### config.mk
export PLATFORM = sky130hd
export DESIGN_NAME = tmse_ram
export DESIGN_NICKNAME = d
export VERILOG_FILES = /design/src/sv/assert_macros.svh /design/src/sv/tmse_pkg.sv /design/src/sv/tmse_ram.sv
export SDC_FILE = /design/constraint.sdc
export NUM_CORES = 2
export LEC_CHECK = 0
export BUFFER_PORTS_ARGS = -buffer_cell sky130_fd_sc_hd__buf_4
export CORE_MARGIN = 1.5
export CORE_UTILIZATION = 30
export DETAILED_ROUTE_END_ITERATION = 8
export PLACE_DENSITY = 0.48
export REMOVE_ABC_BUFFERS = 1
export SLEW_MARGIN = 20
export SYNTH_ARGS = -nofsm -noshare
export SYNTH_HDL_FRONTEND = slang
export SYNTH_SLANG_ARGS = --single-unit
### constraint.sdc
create_clock -name clk -period 3.1 [get_ports clk]
set_input_delay 0.62 -clock clk [delete_from_list [all_inputs] [get_ports clk]]
set_output_delay 0.62 -clock clk [all_outputs]
set_load 0.1 [all_outputs]
### src/sv/assert_macros.svh
// Assertion helpers shared by the RTL. Each expects clk and arst_n in scope.
`ifndef ASSERT_MACROS_SVH
`define ASSERT_MACROS_SVH

// Same-cycle implication, checked out of reset
`define ASSERT_IMPLY(lbl, ante, cons, msg) \
	lbl: assert property (@(posedge clk) disable iff (!arst_n) (ante) |-> (cons)) \
		else $error(msg);

// Next-cycle implication, checked out of reset
`define ASSERT_NEXT(lbl, ante, cons, msg) \
	lbl: assert property (@(posedge clk) disable iff (!arst_n) (ante) |=> (cons)) \
		else $error(msg);

`endif

### src/sv/tmse_pkg.sv
`default_nettype none

package tmse_pkg;

	// Default geometry
	localparam int TAPE_CELLS_DEF   = 1024;
	localparam int STATE_COUNT_DEF  = 64;
	localparam int SYMBOL_COUNT_DEF = 8;

	// Field widths
	localparam int CMD_W      = 2;
	localparam int STATE_W    = 6;
	localparam int SYM_W      = 3;
	localparam int MOVE_W     = 2;
	localparam int ADDR_W     = 10;
	localparam int TIME_W     = 16;
	localparam int ACC_W      = 17;
	localparam int ERR_W      = 2;
	localparam int COUNT_W    = 32;
	localparam int CFG_IDX_W  = 2;
	localparam int CFG_DATA_W = 16;
	localparam int S_TDATA_W  = 56;
	localparam int M_TDATA_W  = 56;

	// Commands
	localparam logic [CMD_W-1:0] CMD_LOAD_RULE = 2'd0;
	localparam logic [CMD_W-1:0] CMD_LOAD_CELL = 2'd1;
	localparam logic [CMD_W-1:0] CMD_START     = 2'd2;
	localparam logic [CMD_W-1:0] CMD_TICK      = 2'd3;

	// Head moves
	localparam logic [MOVE_W-1:0] MOVE_NONE    = 2'd0;
	localparam logic [MOVE_W-1:0] MOVE_LEFT    = 2'd1;
	localparam logic [MOVE_W-1:0] MOVE_RIGHT   = 2'd2;
	localparam logic [MOVE_W-1:0] MOVE_INVALID = 2'd3;

	// Run error codes
	localparam logic [ERR_W-1:0] ERR_NONE    = 2'd0;
	localparam logic [ERR_W-1:0] ERR_NO_RULE = 2'd1;
	localparam logic [ERR_W-1:0] ERR_EDGE    = 2'd2;

	// Configuration register indexes
	localparam logic [CFG_IDX_W-1:0] REG_STEP_PERIOD = 2'd0;
	localparam logic [CFG_IDX_W-1:0] REG_START_STATE = 2'd1;
	localparam logic [CFG_IDX_W-1:0] REG_START_HEAD  = 2'd2;
	localparam logic [CFG_IDX_W-1:0] REG_HALT_STATE  = 2'd3;

	// Configuration reset values
	localparam logic [TIME_W-1:0]  STEP_PERIOD_RST = 16'd100;
	localparam logic [STATE_W-1:0] START_STATE_RST = 6'd0;
	localparam logic [ADDR_W-1:0]  START_HEAD_RST  = 10'd0;
	localparam logic [STATE_W-1:0] HALT_STATE_RST  = 6'd63;

	// One transition rule as stored in the rule memory
	typedef struct packed {
		logic               valid;
		logic [SYM_W-1:0]   write_sym;
		logic [MOVE_W-1:0]  move;
		logic [STATE_W-1:0] next_state;
	} rule_entry_t;

endpackage

`default_nettype wire

### src/sv/tmse_ram.sv
`default_nettype none

// Simple dual-port synchronous RAM with registered read, write-first
// when a read and a write hit the same entry on the same edge.
module tmse_ram #(
	parameter int WIDTH = tmse_pkg::SYM_W,
	parameter int DEPTH = tmse_pkg::TAPE_CELLS_DEF,
	localparam int AW = $clog2(DEPTH)
) (
	input  logic             clk,
	input  logic             we,
	input  logic [AW-1:0]    waddr,
	input  logic [WIDTH-1:0] wdata,
	input  logic             re,
	input  logic [AW-1:0]    raddr,
	output logic [WIDTH-1:0] rdata
);

	logic [WIDTH-1:0] mem [DEPTH];

	// Write port
	always_ff @(posedge clk) begin
		if (we) begin
			mem[waddr] <= wdata;
		end
	end

	// Read port, forward a same-edge write
	always_ff @(posedge clk) begin
		if (re) begin
			if (we && (waddr == raddr)) begin
				rdata <= wdata;
			end else begin
				rdata <= mem[raddr];
			end
		end
	end

endmodule

`default_nettype wire

==> impl_metrics.json <==
{
  "core_sq_um": 407000,
  "slowest_delay_ps": 770,
  "cts_tree": "done",
  "ir_worst_vdd_uv": 455.8,
  "ys_seq_elements": 3075,
  "synth_area_per_cell_sq_um": 19.03,
  "path_max_fanout": 12,
  "slew_viol_final": 0,
  "finalWirelength_um": 390500,
  "num_vias": 66160,
  "insertion_delay_ps": 930,
  "end_kind": "flip-flop",
  "synth_area_leaders": "edfxtp_1 (75%), mux4_2 (13%), nor2_1 (3.3%)",
  "die_y_um": 643.1,
  "r2r-end": "rdata[1]",
  "gr-total-overflow": 0,
  "fp.dieW_um": 643.1,
  "start_util_pct": 30.20,
  "stdcell_count": 12750,
  "finalCritPeriodShare_pct": 101.8,
  "critPathRequiredTime_ps": 3780,
  "syn_inst": 6457,
  "grt_pass1_wl_um": 542400,
  "clkTransAtPathRegs_ps": 70,
  "hold_end": "mem[685][2]",
  "ys_seq_area_share_pct": 75.13,
  "synth_area_sq_um": 122900,
  "outcome": "finished, violations left",
  "yosysTopAreaCellShare_pct": 75.13,
  "setup_viol": 2,
  "fin_crit_ps": 3157,
  "numCtsBuffers": 334,
  "clkSinkCount": 3075,
  "crit_arrival_ps": 3840,
  "p_leak_nw": 45.46,
  "cpLargestDelayFamily": "multiplexers",
  "grt_max_degree": 147,
  "r2r_start": "mem[1004][1]",
  "violations": "setup timing",
  "final_hold_viol_count": 0,
  "route.detailed.drc": 0,
  "path_buf_inv": 4,
  "dpl.hpwl_um": 246700,
  "syn_to_final_growth_pct": 19.08,
  "dieArea_sq_um": 413500,
  "rsz0062_at_grt": "yes",
  "cp-startpoint": "raddr[0]",
  "worst_pin_slew_ps": 903.2,
  "row_count": 234,
  "first_pass_iters": 5,
  "hold_ws_ps": 106.1,
  "start_kind": "primary input",
  "min_from": "wdata[2]",
  "place_inst": 12130,
  "cts_root_buf": "clkbuf_16",
  "yosysTopAreaCell": "edfxtp_1",
  "antenna_found_initial": 43,
  "drt-initial-drc-count": 7765,
  "relSlewSlack_pct": 39.42,
  "io_buffers": 28,
  "power-per-cell-area_nw_per_um2": 620.0,
  "yosysUniqueCellTypes": 65,
  "clockBufferDepth": 4,
  "grt_usage_pct": 18.46,
  "async_flop_share_pct": 0,
  "reg2reg_depth": 9,
  "worstHoldPathType": "primary input to flip-flop",
  "crit_type": "primary input to flip-flop",
  "path_cells": "buf_16 > buf_16 > buf_12 > buf_12 > mux4_2 > mux4_2 > nand3_1 > o311ai_1 > a211oi_1 > nor4_1 > nor3_1 > a2bb2oi_1",
  "drive_gt1_share_pct": 27.46,
  "synthFlopType": "edfxtp_1",
  "nets": 7076,
  "r2r_slack_ps": 60,
  "synth-warning-count": 0,
  "clock.fmax_mhz": 316.8,
  "boundaryPins": 29,
  "clock_skew_ps": 52.51,
  "cp_slowest_cell": "a211oi_1",
  "maxCapViolations": 0,
  "ant_nets": 0,
  "wl_per_cell_um": 30.63,
  "fin_ws_ps": -56.54,
  "viasPerCell": 5.189,
  "grt_pass1_vias": 67750,
  "synth_edf_count": 3075,
  "hold_depth": 1,
  "gp_congestion": 0.8358,
  "cts_max_level": 5
}
-- cell families after synthesis --
logic type / count (synthesis) / share of synthesized area, %
AOI/OAI and AO/OA: 526 / 3.040
muxes: 969 / 14.94
xor gates and xnor gates: 10 / 0.07126
DFF: 3075 / 75.13
buffers and inverters: 509 / 2.291
and+or+nand+nor: 1368 / 4.525
-- how the worst max path moves through the flow --
| stage | depth (start not counted) | slack (ps) | end |
|---|---|---|---|
| finish | 12 | -60 | rdata[1] |
| global route | 11 | -5 | rdata[0] |
| CTS | 12 | 20 | rdata[1] |
| detailed placement | 15 | -1400 | rdata[0] |
| global placement | 14 | -1470 | rdata[1] |
| floorplan | 9 | -1780 | rdata[1] |
-- cell type report --
cell class	instances	area, sq um
Inverter	3	16.27
Antenna cell	6	15.01
Clock buffer	406	8798
Timing Repair Buffer	763	8100
Clock inverter	197	1921
Sequential cell	3075	92340
Multi-Input combinational cell	2873	28370
Fill cell	37790	260600
Tap cell	5428	6792
-- per-layer routing --
layer | track usage [%] | wire (um) | vias up
met1 | 25.71 | 165600 | 35640
met3 | 3.114 | 29090 | 514
met2 | 29.91 | 184700 | 2632
li1 | - | - | 27370
met5 | 0 | 10 | -
met4 | 4.904 | 11090 | 2
-- metrics by stage --
stage | instance area (sq um) | setup WS [ps] | TNS [ps] | util, % | total power [W]
finish | 146400 | -56.54 | -57.29 | 35.96 | 0.09074
global route | 146300 | -5.491 | -10.60 | 35.96 | 0.09313
CTS | 146200 | 17.08 | 0 | 35.92 | 0.09141
detailed placement | 135100 | -1400 | -4121 | 33.19 | 0.05207
global placement | 135100 | -1475 | -4345 | 33.19 | 0.05204
floorplan | 120100 | -1784 | -4540 | - | 0.04838
-- placed cells by master (no fill, tap or decap), drive strengths merged, types with 9 or more instances in the layout --
master,n
edfxtp,3075
nor2,1067
buf,758
mux4,690
clkbuf,407
mux2i,263
a22oi,162
clkinv,142
a21oi,105
nand2,96
o221ai,67
nand3,59
o22ai,46
nor3,35
bufinv,30
o21ai,29
a211oi,27
nand4,22
nor2b,22
clkinvlp,19
a221oi,19
a22o,18
mux2,16
nand2b,11
nor4,11
xnor2,10
and2,10
inv,9
-- registers in the layout, indices dropped and copies added, names as in the netlist --
name and flops:
rdata 3, mem 3072
-- synth_stat cells, types with 4 or more instances --
cell / instances
a2111oi_0: 4
a211oi_1: 27
a21oi_1: 105
a221oi_1: 19
a22o_1: 18
a22oi_1: 162
a31oi_1: 5
a32oi_1: 8
and2_1: 9
and3_1: 6
buf_1: 78
buf_12: 9
buf_2: 69
buf_4: 38
buf_6: 48
buf_8: 15
clkbuf_1: 249
edfxtp_1: 3075
mux2_2: 14
mux2i_1: 263
mux4_2: 687
nand2_1: 96
nand2b_1: 11
nand3_1: 59
nand4_1: 22
nor2_1: 1067
nor2b_1: 22
nor3_1: 35
nor3b_1: 7
nor4_1: 11
o2111ai_1: 4
o211ai_1: 5
o21ai_0: 27
o221ai_1: 67
o22ai_1: 46
o31ai_1: 5
o41ai_1: 5
or2_2: 4
or3_1: 5
xnor2_1: 10
-- power by group --
part           leakage [nW]  switching (W)  internal, W  total [W]
sequential             27.6      0.0000225       0.0458     0.0458
clock                  5.18         0.0167       0.0227     0.0395
combinational          12.6        0.00337      0.00210    0.00547
-- timing repair --
| action | 4_1_cts | 5_1_grt |
|---|---|---|
| hold endpoints to repair | 3 | 0 |
| endpoints found under the setup margin | 3 | 3 |
| resized for setup | 39 | 12 |
| setup buffers | 5 | 8 |
| hold buffers | 1 | 0 |
| cloned | 3 | 1 |
| pin swaps | 7 | 9 |
Power figures use the tool's default switching activity.
